<file path="config.mk">
export PLATFORM = sky130hd
export DESIGN_NAME = tiled_texel_format_encoder
export DESIGN_NICKNAME = d
export VERILOG_FILES = /design/src/rtl/ttfe_pkg.sv /design/src/rtl/tiled_texel_format_encoder.sv /design/src/rtl/ttfe_ctrl.sv /design/src/rtl/ttfe_dpath.sv
export SDC_FILE = /design/constraint.sdc
export NUM_CORES = 1
export LEC_CHECK = 0
export ABC_CLOCK_PERIOD_IN_PS = 6590
export BUFFER_PORTS_ARGS = -buffer_cell sky130_fd_sc_hd__buf_4
export CORE_AREA = 2 2 259 261
export DETAILED_ROUTE_END_ITERATION = 8
export DIE_AREA = 0 0 261 263
export GPL_ROUTABILITY_DRIVEN = 0
export GPL_TIMING_DRIVEN = 0
export SYNTH_ARGS = -nofsm -noshare
export SYNTH_HDL_FRONTEND = slang
export SYNTH_SLANG_ARGS = --single-unit
</file>
<file path="constraint.sdc">
create_clock -name clk -period 6.59 [get_ports clk]
set_input_delay 0 -clock clk [delete_from_list [all_inputs] [get_ports clk]]
set_output_delay 0 -clock clk [all_outputs]
set_load 0.02 [all_outputs]
</file>
<file path="src/rtl/ttfe_pkg.sv">
package ttfe_pkg;

  // Format codes held in the configuration register
  localparam logic [2:0] FMT_I4     = 3'd0;
  localparam logic [2:0] FMT_I8     = 3'd1;
  localparam logic [2:0] FMT_IA4    = 3'd2;
  localparam logic [2:0] FMT_IA8    = 3'd3;
  localparam logic [2:0] FMT_RGB565 = 3'd4;
  localparam logic [2:0] FMT_RGB5A3 = 3'd5;
  localparam logic [2:0] FMT_RGBA8  = 3'd6;

  // Q0.16 luminance weights
  localparam logic [15:0] W_RED   = 16'd19595;
  localparam logic [15:0] W_GREEN = 16'd38470;
  localparam logic [15:0] W_BLUE  = 16'd7471;

  // Opaque threshold for RGB5A3
  localparam logic [7:0] ALPHA_OPAQUE = 8'he0;

  // Last pixel slot of a 4x4 tile
  localparam logic [3:0] TILE_LAST = 4'd15;

  typedef enum logic [2:0] {
    S_IDLE,
    S_MUL,
    S_LUMA,
    S_EMIT,
    S_FETCH,
    S_GB
  } ttfe_state_t;

  typedef enum logic [1:0] {
    SEL_BYTE0,
    SEL_BYTE1,
    SEL_GREEN,
    SEL_BLUE
  } ttfe_sel_t;

  typedef struct packed {
    logic       cap;
    logic       mul;
    logic       luma;
    logic       load;
    ttfe_sel_t  sel;
    logic       last;
    logic [3:0] rd_addr;
  } ttfe_cmd_t;

  typedef struct packed {
    logic       slot_free;
    logic [1:0] nbytes;
    logic       flush;
  } ttfe_sts_t;

endpackage

</file>
<file path="src/rtl/tiled_texel_format_encoder.sv">
// Channel  Ports                                        Direction
// config   cfg_we, cfg_data[2:0]                        in
// pixel    in_valid, in_stall, in_red/green/blue/alpha  in
// byte     out_valid, out_stall, out_data_byte, out_run_last  out
//
// A pixel passes through capture, weight products, and luminance and byte build,
// then emits its bytes one at a time, or emits none.
// The RGBA8 tile flush then reads each of 16 stored entries, emitting G and B.
// A stall on the byte channel holds the sequencer in place at its current byte.
// Reset clears the state machine, the format and its counters; the G/B store
// is not cleared.
module tiled_texel_format_encoder (
  input  logic       clk,
  input  logic       rst_n,
  input  logic       cfg_we,
  input  logic [2:0] cfg_data,
  input  logic       in_valid,
  output logic       in_stall,
  input  logic [7:0] in_red,
  input  logic [7:0] in_green,
  input  logic [7:0] in_blue,
  input  logic [7:0] in_alpha,
  output logic       out_valid,
  input  logic       out_stall,
  output logic [7:0] out_data_byte,
  output logic       out_run_last
);
  import ttfe_pkg::*;

  ttfe_cmd_t cmd;
  ttfe_sts_t sts;

  // Sequencer
  ttfe_ctrl u_ctrl (
    .clk      (clk),
    .rst_n    (rst_n),
    .in_valid (in_valid),
    .in_stall (in_stall),
    .sts      (sts),
    .cmd      (cmd)
  );

  // Arithmetic, store and output register
  ttfe_dpath u_dpath (
    .clk           (clk),
    .rst_n         (rst_n),
    .cfg_we        (cfg_we),
    .cfg_data      (cfg_data),
    .in_red        (in_red),
    .in_green      (in_green),
    .in_blue       (in_blue),
    .in_alpha      (in_alpha),
    .out_valid     (out_valid),
    .out_stall     (out_stall),
    .out_data_byte (out_data_byte),
    .out_run_last  (out_run_last),
    .cmd           (cmd),
    .sts           (sts)
  );

endmodule

</file>
<file path="src/rtl/ttfe_ctrl.sv">
module ttfe_ctrl (
  input  logic               clk,
  input  logic               rst_n,
  input  logic               in_valid,
  output logic               in_stall,
  input  ttfe_pkg::ttfe_sts_t sts,
  output ttfe_pkg::ttfe_cmd_t cmd
);
  import ttfe_pkg::*;

  ttfe_state_t state_r, state_nxt;
  logic        idx_r, idx_nxt;
  logic [3:0]  k_r, k_nxt;
  logic        half_r, half_nxt;
  logic        last_byte;

  // Last of the per-pixel bytes
  assign last_byte = (sts.nbytes == 2'd1) ? 1'b1 : idx_r;

  // Hold state and sequence counters
  always_ff @(posedge clk) begin
    if (!rst_n) begin
      state_r <= S_IDLE;
      idx_r   <= 1'b0;
      k_r     <= 4'd0;
      half_r  <= 1'b0;
    end else begin
      state_r <= state_nxt;
      idx_r   <= idx_nxt;
      k_r     <= k_nxt;
      half_r  <= half_nxt;
    end
  end

  // Next state
  always_comb begin
    state_nxt = state_r;
    idx_nxt   = idx_r;
    k_nxt     = k_r;
    half_nxt  = half_r;
    case (state_r)
      S_IDLE: begin
        if (in_valid) state_nxt = S_MUL;
      end
      S_MUL: state_nxt = S_LUMA;
      S_LUMA: begin
        state_nxt = S_EMIT;
        idx_nxt   = 1'b0;
      end
      S_EMIT: begin
        if (sts.nbytes == 2'd0) begin
          state_nxt = S_IDLE;
        end else if (sts.slot_free) begin
          if (last_byte) begin
            idx_nxt = 1'b0;
            if (sts.flush) begin
              state_nxt = S_FETCH;
              k_nxt     = 4'd0;
            end else begin
              state_nxt = S_IDLE;
            end
          end else begin
            idx_nxt = 1'b1;
          end
        end
      end
      S_FETCH: begin
        state_nxt = S_GB;
        half_nxt  = 1'b0;
      end
      S_GB: begin
        if (sts.slot_free) begin
          if (half_r) begin
            half_nxt = 1'b0;
            if (k_r == TILE_LAST) begin
              state_nxt = S_IDLE;
              k_nxt     = 4'd0;
            end else begin
              state_nxt = S_FETCH;
              k_nxt     = k_r + 4'd1;
            end
          end else begin
            half_nxt = 1'b1;
          end
        end
      end
      default: state_nxt = S_IDLE;
    endcase
  end

  // Commands to the datapath
  always_comb begin
    cmd         = '0;
    cmd.sel     = SEL_BYTE0;
    cmd.rd_addr = k_r;
    in_stall    = (state_r != S_IDLE);
    case (state_r)
      S_IDLE: cmd.cap = in_valid;
      S_MUL:  cmd.mul = 1'b1;
      S_LUMA: cmd.luma = 1'b1;
      S_EMIT: begin
        if (sts.nbytes != 2'd0 && sts.slot_free) begin
          cmd.load = 1'b1;
          cmd.sel  = idx_r ? SEL_BYTE1 : SEL_BYTE0;
          cmd.last = last_byte && !sts.flush;
        end
      end
      S_GB: begin
        if (sts.slot_free) begin
          cmd.load = 1'b1;
          cmd.sel  = half_r ? SEL_BLUE : SEL_GREEN;
          cmd.last = half_r && (k_r == TILE_LAST);
        end
      end
      default: cmd.load = 1'b0;
    endcase
  end

endmodule

</file>
<file path="src/rtl/ttfe_dpath.sv">
module ttfe_dpath (
  input  logic               clk,
  input  logic               rst_n,
  input  logic               cfg_we,
  input  logic [2:0]         cfg_data,
  input  logic [7:0]         in_red,
  input  logic [7:0]         in_green,
  input  logic [7:0]         in_blue,
  input  logic [7:0]         in_alpha,
  output logic               out_valid,
  input  logic               out_stall,
  output logic [7:0]         out_data_byte,
  output logic               out_run_last,
  input  ttfe_pkg::ttfe_cmd_t cmd,
  output ttfe_pkg::ttfe_sts_t sts
);
  import ttfe_pkg::*;

  logic [2:0]  fmt_r;
  logic [3:0]  held_r;
  logic        phase_r;
  logic [3:0]  cnt_r;
  logic [7:0]  r_r, g_r, b_r, a_r;
  logic [22:0] pr_r;
  logic [23:0] pg_r;
  logic [20:0] pb_r;
  logic [23:0] sum;
  logic [7:0]  luma;
  logic [7:0]  b0_nxt, b1_nxt, b0_r, b1_r;
  logic [1:0]  nb_nxt, nb_r;
  logic        flush_r;
  logic [15:0] mem [16];
  logic [15:0] rd_r;
  logic        out_valid_r;
  logic [7:0]  out_byte_r;
  logic        out_last_r;

  // Capture the pixel
  always_ff @(posedge clk) begin
    if (cmd.cap) begin
      r_r <= in_red;
      g_r <= in_green;
      b_r <= in_blue;
      a_r <= in_alpha;
    end
  end

  // Weighted products for luminance
  always_ff @(posedge clk) begin
    if (cmd.mul) begin
      pr_r <= {8'd0, W_RED[14:0]} * {15'd0, r_r};
      pg_r <= {8'd0, W_GREEN} * {16'd0, g_r};
      pb_r <= {8'd0, W_BLUE[12:0]} * {13'd0, b_r};
    end
  end

  assign sum  = pg_r + {1'b0, pr_r} + {3'b000, pb_r};
  assign luma = sum[23:16];

  // Build the bytes for this pixel
  always_comb begin
    b0_nxt = 8'h00;
    b1_nxt = 8'h00;
    nb_nxt = 2'd0;
    case (fmt_r)
      FMT_I4: begin
        b0_nxt = {held_r, luma[7:4]};
        nb_nxt = phase_r ? 2'd1 : 2'd0;
      end
      FMT_I8: begin
        b0_nxt = luma;
        nb_nxt = 2'd1;
      end
      FMT_IA4: begin
        b0_nxt = {luma[7:4], a_r[7:4]};
        nb_nxt = 2'd1;
      end
      FMT_IA8: begin
        b0_nxt = luma;
        b1_nxt = a_r;
        nb_nxt = 2'd2;
      end
      FMT_RGB565: begin
        b0_nxt = {r_r[7:3], g_r[7:5]};
        b1_nxt = {g_r[4:2], b_r[7:3]};
        nb_nxt = 2'd2;
      end
      FMT_RGB5A3: begin
        if (a_r < ALPHA_OPAQUE) begin
          b0_nxt = {1'b0, a_r[7:5], r_r[7:4]};
          b1_nxt = {g_r[7:4], b_r[7:4]};
        end else begin
          b0_nxt = {1'b1, r_r[7:3], g_r[7:6]};
          b1_nxt = {g_r[5:3], b_r[7:3]};
        end
        nb_nxt = 2'd2;
      end
      FMT_RGBA8: begin
        b0_nxt = a_r;
        b1_nxt = r_r;
        nb_nxt = 2'd2;
      end
      default: nb_nxt = 2'd0;
    endcase
  end

  // Register the pixel's bytes
  always_ff @(posedge clk) begin
    if (cmd.luma) begin
      b0_r    <= b0_nxt;
      b1_r    <= b1_nxt;
      nb_r    <= nb_nxt;
      flush_r <= (fmt_r == FMT_RGBA8) && (cnt_r == TILE_LAST);
    end
  end

  // Format register and format counters; a write clears the counters
  always_ff @(posedge clk) begin
    if (!rst_n) begin
      fmt_r   <= FMT_I4;
      held_r  <= 4'd0;
      phase_r <= 1'b0;
      cnt_r   <= 4'd0;
    end else if (cfg_we) begin
      fmt_r   <= cfg_data;
      held_r  <= 4'd0;
      phase_r <= 1'b0;
      cnt_r   <= 4'd0;
    end else if (cmd.luma) begin
      if (fmt_r == FMT_I4) begin
        if (!phase_r) held_r <= luma[7:4];
        phase_r <= !phase_r;
      end
      if (fmt_r == FMT_RGBA8) cnt_r <= cnt_r + 4'd1;
    end
  end

  // Green/blue store for the tile
  always_ff @(posedge clk) begin
    if (cmd.mul && fmt_r == FMT_RGBA8) mem[cnt_r] <= {g_r, b_r};
    rd_r <= mem[cmd.rd_addr];
  end

  // Output register
  always_ff @(posedge clk) begin
    if (!rst_n) begin
      out_valid_r <= 1'b0;
    end else if (cmd.load) begin
      out_valid_r <= 1'b1;
    end else if (!out_stall) begin
      out_valid_r <= 1'b0;
    end
  end

  always_ff @(posedge clk) begin
    if (cmd.load) begin
      case (cmd.sel)
        SEL_BYTE0: out_byte_r <= b0_r;
        SEL_BYTE1: out_byte_r <= b1_r;
        SEL_GREEN: out_byte_r <= rd_r[15:8];
        SEL_BLUE:  out_byte_r <= rd_r[7:0];
        default:   out_byte_r <= b0_r;
      endcase
      out_last_r <= cmd.last;
    end
  end

  assign out_valid     = out_valid_r;
  assign out_data_byte = out_byte_r;
  assign out_run_last  = out_last_r;

  assign sts.slot_free = !out_valid_r || !out_stall;
  assign sts.nbytes    = nb_r;
  assign sts.flush     = flush_r;

endmodule
</file>
# Word-level counts from Yosys, hierarchy flattened
# Memories as Yosys holds them, arrays and structs flattened. A register that Yosys moved wholly into a read port is not among the register bits.
# Cells that the tools add are included.
[op_classes] add_sub_neg=4 bitwise_logic=2 magnitude_cmp=1 mul=3 muxes=45 eq_ne=27 n_reduce_logical=30
[ops] op="one-hot mux 8 bit (4 select lines)" n=2
[ops] op="one-hot mux 8 bit (6 select lines)" n=1
[ops] op="multiplier 15 x 8 -> 23 bit, first input constant" n=2
[ops] op="two-way mux 4 bit" n=9
[ops] op="adder 24 x 21 -> 24 bit" n=1
[ops] op="adder 24 x 23 -> 24 bit" n=1
[ops] op="two-way mux 3 bit" n=8
[ops] op="multiplier 13 x 8 -> 21 bit, first input constant" n=1
[ops] op="one-hot mux 3 bit (6 select lines)" n=1
[ops] op="two-way mux 1 bit" n=16
[ops] op="two-way mux 8 bit" n=2
[ops] op="== test 3 bit, second input constant" n=5
[ops] op="== test 3 x 2 -> 1 bit, second input constant" n=4
[ops] op="inequality test 2 x 1 -> 1 bit, second input constant" n=6
[ops] op="adder 4 x 1 -> 4 bit, second input constant" n=2
[ops] op="== test 4 bit, second input constant" n=2
[ops] op="less-than comparator 8 bit, second input constant" n=1
[ops] op="one-hot mux 4 bit (2 select lines)" n=1
[ops] op="nonzero test 2 bit" n=4
[ops] op="AND reduction 7 bit" n=1
[ops] op="== test 3 x 1 -> 1 bit, second input constant" n=2
[ops] op="logical NOT 3 bit" n=2
[ops] op="inequality test 3 x 1 -> 1 bit, second input constant" n=2
[ops] op="one-hot mux 1 bit (2 select lines)" n=3
[ops] op="16 further kinds" n=33
[word_totals] memories=1 mem_bits_rw=256 reg_bits=149
[memory_table] name="u_dpath.mem" depth=16 width=16 read_ports=1 rd_ports_with_merged_regs=1 wr=1 line="ttfe_dpath.sv:32" text="logic [15:0] mem [16];"

# Logic depth before layout (Yosys ltp)
# Gate-level depths: netlist of run 1.
[depth] word_depth=7 mapped_depth=15

# Modules after synthesis
# Synthesis of run 1 repeated with hierarchy kept, for this count alone.
[hier_totals] cells_unflattened=1527 area_unflattened_um2=22572.9
[by_module_without_submodules] mod="ttfe_dpath" instances=1 seq_area_each_um2=12081.6 area_per_inst_um2=21881.0 cells_each=1441
[by_module_without_submodules] mod="ttfe_ctrl" instances=1 seq_area_each_um2=180.2 area_per_inst_um2=691.9 cells_each=86

# Worst setup path before layout of run 1
# OpenSTA, ideal clock, no wires.
[synth_path] path_kind="reg2reg" from="register u_dpath.b_r[5]" to="register u_dpath.pb_r[18], data pin" arrival_ns=4.342 required_ns=6.330 path_buffers=0 synth_period_minus_slack_ns=4.601 slack_ns=1.989 setup_ns=0.260 stages_incl_launch_ff=15 path_cell_list="edfxtp_1 -> fa_1 -> inv_1 -> fa_1 -> inv_1 -> fa_1 -> fa_1 -> ha_1 -> a211oi_1 -> o211a_1 -> o31a_1 -> o21ai_0 -> a31o_2 -> a21oi_1 -> xnor2_1"
[synth_between] elab_chain_len=1
[synth_rtl] element="start: declaration" line="ttfe_dpath.sv:23" text="logic [7:0] r_r, g_r, b_r, a_r;"
[synth_rtl] element="start signal: assignment" line="ttfe_dpath.sv:43" text="b_r <= in_blue;"
[synth_rtl] element="multiplier 13 x 8 -> 21 bit" line="ttfe_dpath.sv:53" text="pb_r <= {8'd0, W_BLUE[12:0]} * {13'd0, b_r};"
[synth_rtl] element="end signal: assignment" line="ttfe_dpath.sv:53"
[synth_rtl] element="end: declaration" line="ttfe_dpath.sv:26" text="logic [20:0] pb_r;"
# Every way passes these cells.
# A chain may end at the register's enable or synchronous reset.

# Worst setup path in the final report of run 1
[layout_path] from="register u_dpath.b_r[6]" to="register u_dpath.pb_r[18], data pin"
# The elaborated chain is that of the path after synthesis.

==> key figures, run 1 <==
Die
  • Core Region: 0.0656 mm2
  • I/O pin cnt: 51
  • Initial core utilization: 0.348
  • Die ar.: 0.0686 mm2
  • Die span in y: 263 um
  • Row Count: 94
  • Die width: 261 um

Timing
  • Fmax: 0.176 GHz
  • Final setup fails: 0
  • Worst-Margin Slew: 1130 ps
  • Slew Limit Headroom: 0.247
  • RSZ-0062 raised after global routing: no
  • Final Hold Viols: 0
  • Clock Skews: 45.8 ps
  • Tmin final: 5690 ps
  • Total Neg Setup Slack: 0 ps
  • Slew Viols, Final: 0
  • Fin crit share: 0.863

Yosys
  • Syn Inst Count: 1,566
  • Post-synth EDFFs: 383
  • Yosys reg bits: 421
  • Mapped cell area: 0.0228 mm2
  • Synth Flop Type: edfxtp_1
  • Yosys cell types: 77
  • Syn_nets: 1,894
  • Yosys Warn Count: 0
  • Register area share after synthesis: 0.537
  • Mean Syn Cell Area: 14.6 um2
  • Ys async rst share: 0

Global route
  • Vias in the first global route: 14,200
  • Initial antenna violation count: 1
  • Largest net degree at the start of global routing: 46
  • Total grt overflow: 0
  • Total track usage: 0.158
  • First-pass GRT wire length: 82,400 um

Flow run
  • Max cap viols: 0

Hold path
  • WHS Endpoint: u_dpath.b_r[1]
  • Worst Hold Depth: 2
  • Hold Crit Class: primary input to flip-flop
  • Worst hold start: in_blue[1]

Clock network
  • CTS tree: done
  • Clk sinks: 421
  • CTS H-tree depth: 2
  • # resized after CTS: 0
  • Setup repair bufs after CTS: 0
  • CTS max path bufs: 3
  • Clock transition at path regs: 60 ps
  • Number of CTS-inserted buffers: 47
  • Later-pin clock latency in the skew report: 610 ps
  • Hold_buf cts: 43
  • Clock root buffer: clkbuf_16

Setup path
  • Startpoint Class: flip-flop
  • Critical Path RT: 6910 ps
  • Register-to-register path setup slack: 900 ps
  • Crit path DAT: 6010 ps
  • Reg-to-reg endpoint: u_dpath.pb_r[18]
  • Critical R2R Launch: u_dpath.b_r[6]
  • Crit-path max FO: 24
  • Endpoint type of the worst setup path: flip-flop
  • CP Class: flip-flop to flip-flop
  • Worst-case reg-to-reg path depth: 14

Final layout
  • Area growth syn-to-layout: 16.9%
  • Share of post-route cells with drive strength above 1: 0.158
  • Non-filler cells, final: 2,626
  • Ant. Diodes: 0
  • Final #Nets: 2,052

Power and ir drop
  • PD cells: 483 mW/mm2
  • Maximum VDD drop: 0.321 mV
  • Lkg Pwr: 0.0100 uW

Detailed routing
  • Starting DRT DRC Count: 881
  • DRC Markers: 0
  • Drt wl/cell: 20.1 um
  • Drt pass-1 iters: 5
  • Drt via density: 5.14
  • Via Count: 13,500
  • Routed WL: 52,800 um
  • Antenna Violating Nets Remaining: 0

Place
  • Dpl hpwl: 39,200 um
  • Dpl cells: 2,496
  • Buffers on Ports: 49

Status
  • Status: complete, no violations
-- registers in the layout, summed over array words and instances (netlist names), 2 cells and up --
name	cells
u_ctrl.k_r	4
u_ctrl.state_r	3
u_dpath.a_r	8
u_dpath.b0_r	8
u_dpath.b1_r	8
u_dpath.b_r	8
u_dpath.cnt_r	4
u_dpath.fmt_r	3
u_dpath.g_r	8
u_dpath.held_r	4
u_dpath.mem	256
u_dpath.nb_r	2
u_dpath.out_data_byte	8
u_dpath.pb_r	21
u_dpath.pg_r	23
u_dpath.pr_r	23
u_dpath.r_r	8
u_dpath.rd_r	16
-- how the worst max path moves through the flow --
stage / startpoint / to / cells after the start / slack (ps)
5_1_grt: u_dpath.b_r[6] / u_dpath.pb_r[18] / 14 / 610
2_1_floorplan: u_dpath.b_r[5] / u_dpath.pb_r[18] / 14 / 1990
6_report: u_dpath.b_r[6] / u_dpath.pb_r[18] / 14 / 900
3_3_place_gp: u_dpath.b_r[6] / u_dpath.pb_r[18] / 14 / 1040
4_1_cts: u_dpath.b_r[6] / u_dpath.pb_r[18] / 14 / 870
3_5_place_dp: u_dpath.b_r[6] / u_dpath.pb_r[18] / 14 / 960
-- area by class of cell --
type | count | area (um2)
multi-input combinational | 947 | 9870
clock inverter | 29 | 355
sequential | 421 | 12300
inverter | 150 | 563
buffer | 48 | 189
tap | 864 | 1080
clock buffer | 58 | 1280
timing repair buffer | 109 | 1080
fill | 6054 | 39000
-- report_power, final --
| part | switching, uW | total, uW | internal [uW] |
|---|---|---|---|
| clock | 1100 | 2690 | 1590 |
| combinational | 3520 | 6270 | 2750 |
| sequential | 336 | 3930 | 3600 |
| total | 4950 | 12900 | 7940 |
-- kinds of logic after synthesis --
group           count (synthesis)  synth area share
flops                         421             0.537
mux                           119            0.0966
buf+inv                       198            0.0330
xor+xnor                       57            0.0219
simple gates                  259            0.0574
compound gates                224            0.0690
fa+ha+maj                     288             0.185
-- through the flow --
step	worst slack, ps	cell area (um2)	power [uW]	utilization	hold slack (ps)
global placement	1040	24300	10100	0.370	178
global route	607	26700	13900	0.406	111
detailed placement	958	24600	10200	0.375	179
finish	901	26700	12900	0.406	116
floorplan	1990	22800	8620	-	98.9
CTS	868	26700	13000	0.406	91.0
-- critical path, cell delays in order, from the launching register on --
cell and delay, ps:
edfxtp_1 1070, inv_1 350, ha_1 430, fa_1 550, inv_1 60, fa_1 500
fa_1 540, ha_1 380, a211oi_1 410, o211a_1 230, o31a_1 170, o21ai_0 160
a31o_2 290, a21oi_1 180, xnor2_1 80
-- synth_stat cells (12+ instances only) --
master	instances	area share
o21ai_0	38	0.0083
nand2_1	44	0.0072
mux4_2	80	0.079
a211oi_1	15	0.0049
clkbuf_1	36	0.0059
a21o_1	15	0.0049
fa_1	82	0.072
dfxtp_1	38	0.033
xor2_1	14	0.0054
mux2i_1	30	0.013
nand3_1	31	0.0068
nor3_1	27	0.0059
nor2_1	76	0.013
xnor2_1	43	0.017
ha_1	206	0.11
and3_1	13	0.0036
edfxtp_1	383	0.50
a21oi_1	52	0.011
o21a_1	18	0.0059
nand2b_1	12	0.0033
inv_1	149	0.025
-- layout by cell type, fill, tap and decap left out, types with 7 or more instances in the layout --
| master | netlist | final |
|---|---|---|
| edfxtp_1 | 383 | 383 |
| ha_1 | 206 | 206 |
| inv_1 | 149 | 148 |
| fa_1 | 82 | 82 |
| mux4_2 | 80 | 80 |
| nor2_1 | 76 | 63 |
| a21oi_1 | 52 | 52 |
| buf_4 | 0 | 52 |
| clkbuf_16 | 0 | 47 |
| nand2_1 | 44 | 44 |
| xnor2_1 | 43 | 43 |
| dlygate4sd3_1 | 0 | 43 |
| clkbuf_1 | 36 | 41 |
| o21ai_0 | 38 | 38 |
| dfxtp_1 | 38 | 38 |
| nand3_1 | 31 | 31 |
| mux2i_1 | 30 | 30 |
| nor3_1 | 27 | 22 |
| o21a_1 | 18 | 18 |
| a21o_1 | 15 | 15 |
| a211oi_1 | 15 | 15 |
| xor2_1 | 14 | 14 |
| and3_1 | 13 | 13 |
| nand2b_1 | 12 | 12 |
| nor2_2 | 0 | 12 |
| o221ai_1 | 10 | 10 |
| mux2_2 | 9 | 9 |
| clkinv_1 | 0 | 9 |
| and2_1 | 8 | 8 |
| a31oi_1 | 8 | 8 |
| or3_1 | 7 | 7 |
| a31o_2 | 7 | 7 |
| a211o_1 | 7 | 7 |
| buf_2 | 7 | 7 |
| buf_8 | 0 | 7 |
-- per-layer routing --
layer	track usage	share of wire
met2	0.270	0.50
met1	0.201	0.42
met5	0	0.00021
met3	0.0248	0.046
met4	0.0579	0.034
Power figures use the tool's default switching activity.
==> inputs of run 2 (changes only) <==
BUFFER_PORTS_ARGS = unset   (was -buffer_cell sky130_fd_sc_hd__buf_4)
DONT_BUFFER_PORTS = 1   (was unset)
==> run 2 against run 1 <==
  * Critical endpoint unchanged
  * Hold slack lost 86 ps
  * Clock-buffer cell count is the same
  * Fmax grew 0.66%
  * Worst setup slack gained 37 ps
  * First-iteration DRC count grew 6.7%
  * Largest power group unchanged
==> key figures, run 2 (same netlist as run 1, synthesis figures left out) <==
Timing
  • Tmin final: 5650 ps
  • Worst-Margin Slew: 1120 ps
  • Fin crit share: 0.858
  • Total Neg Setup Slack: 0 ps
  • Final Hold Viols: 0
  • Clock Skews: 39.7 ps
  • Final setup fails: 0
  • Slew Limit Headroom: 0.250
  • Slew Viols, Final: 0
  • RSZ-0062 raised after global routing: no
  • Fmax: 0.177 GHz

Final layout
  • Non-filler cells, final: 2,576
  • Largest register FFs: 256
  • Share of post-route cells with drive strength above 1: 0.133
  • Most common cell after layout, fill and taps aside: edfxtp_1
  • Multi-input gate area: 0.00987 mm2
  • Top reg by flops: u_dpath.mem
  • Fill cells: 6,084
  • FF+latch area: 0.0123 mm2
  • Final #Nets: 2,005
  • Ant. Diodes: 0
  • Most frequent cells in the layout: edfxtp_1, ha_1, inv_1
  • Area growth syn-to-layout: 14.8%
  • Largest regs: u_dpath.mem (256), u_dpath.pg_r (23), u_dpath.pr_r (23)

Hold path
  • WHS Endpoint: u_dpath.a_r[2]
  • Worst Hold Depth: 1
  • Hold Crit Class: primary input to flip-flop
  • Worst hold start: in_alpha[2]

Power and ir drop
  • Lkg Pwr: 0.00977 uW
  • Maximum VDD drop: 0.302 mV
  • PD cells: 482 mW/mm2

Global route
  • Total grt overflow: 0
  • Vias in the first global route: 13,900
  • Total track usage: 0.157
  • Initial antenna violation count: 0
  • First-pass GRT wire length: 81,700 um
  • Largest net degree at the start of global routing: 42

Status
  • Status: complete, no violations

Clock network
  • Hold_buf cts: 46
  • Clk sinks: 421
  • # resized after CTS: 0
  • CTS tree: done
  • CTS max path bufs: 3
  • CTS H-tree depth: 2
  • Later-pin clock latency in the skew report: 600 ps
  • Number of CTS-inserted buffers: 45
  • Clock transition at path regs: 60 ps
  • Clock root buffer: clkbuf_16
  • Setup repair bufs after CTS: 0

Die
  • Die ar.: 0.0686 mm2
  • Die width: 261 um
  • Row Count: 94
  • Core Region: 0.0656 mm2
  • Initial core utilization: 0.348
  • I/O pin cnt: 51
  • Die span in y: 263 um

Setup path
  • Crit path DAT: 5980 ps
  • Worst-case reg-to-reg path depth: 14
  • Endpoint type of the worst setup path: flip-flop
  • Critical Path RT: 6920 ps
  • Register-to-register path setup slack: 940 ps
  • Reg-to-reg endpoint: u_dpath.pb_r[18]
  • Crit-path max FO: 24
  • Startpoint Class: flip-flop
  • CP startpoint: u_dpath.b_r[6]
  • Critical R2R Launch: u_dpath.b_r[6]
  • CP Class: flip-flop to flip-flop

Detailed routing
  • Drt pass-1 iters: 5
  • Starting DRT DRC Count: 940
  • DRC Markers: 0
  • Antenna Violating Nets Remaining: 0
  • Via Count: 13,100
  • Drt via density: 5.07
  • Drt wl/cell: 20.4 um
  • Routed WL: 52,500 um

Flow run
  • Max cap viols: 0

Place
  • Buffers on Ports: 0
  • Dpl cells: 2,448
  • Dpl hpwl: 39,300 um
## run 2: worst max-delay path, cell delays in order, from the launching register on
cell,delay (ps)
edfxtp_1,1050
inv_1,340
ha_1,430
fa_1,560
inv_1,60
fa_1,510
fa_1,530
ha_1,380
a211oi_1,410
o211a_1,230
o31a_1,180
o21ai_0,140
a31o_2,280
a21oi_1,190
xnor2_1,80
## run 2: how the worst max path moves through the flow
stage                        to  slack (ps)  cells after the start
4_1_cts        u_dpath.pb_r[18]         860                     14
3_3_place_gp   u_dpath.pb_r[18]        1010                     14
6_report       u_dpath.pb_r[18]         940                     14
3_5_place_dp   u_dpath.pb_r[18]         910                     14
2_1_floorplan  u_dpath.pb_r[18]        1990                     14
5_1_grt        u_dpath.pb_r[18]         630                     14
## run 2: layout make-up
type | count | share of cell area
buffer | 48 | 0.00721
tap | 864 | 0.0413
multi-input combinational | 947 | 0.377
sequential | 421 | 0.468
clock inverter | 24 | 0.00941
inverter | 150 | 0.0215
timing repair buffer | 64 | 0.0293
clock buffer | 58 | 0.0464
## run 2: where the power goes
group	total, uW	switching [uW]	internal, uW
logic	6230	3500	2730
clock network	2470	1070	1400
registers	3940	341	3600
total	12600	4910	7730
## run 2: per-layer routing
layer,GRT usage,routed length [um],vias to the layer above,share of wire
li1,-,-,6134,-
met1,0.204,22400,6603,0.43
met2,0.271,26400,275,0.50
met3,0.0243,2440,61,0.046
met4,0.0438,1250,0,0.024
met5,0,0,-,0
## run 2: stage by stage
| stage | hold WS, ps | setup WS, ps | cell area, um2 | util | power (uW) |
|---|---|---|---|---|---|
| after detailed placement | 98.9 | 912 | 24300 | 0.370 | 10200 |
| after floorplan | 98.9 | 1990 | 22800 | - | 8620 |
| after global routing | 28.6 | 628 | 26200 | 0.399 | 13700 |
| final | 30.3 | 938 | 26200 | 0.399 | 12600 |
| after CTS | 14.5 | 859 | 26200 | 0.399 | 12800 |
| after global placement | 98.9 | 1010 | 23900 | 0.364 | 10100 |
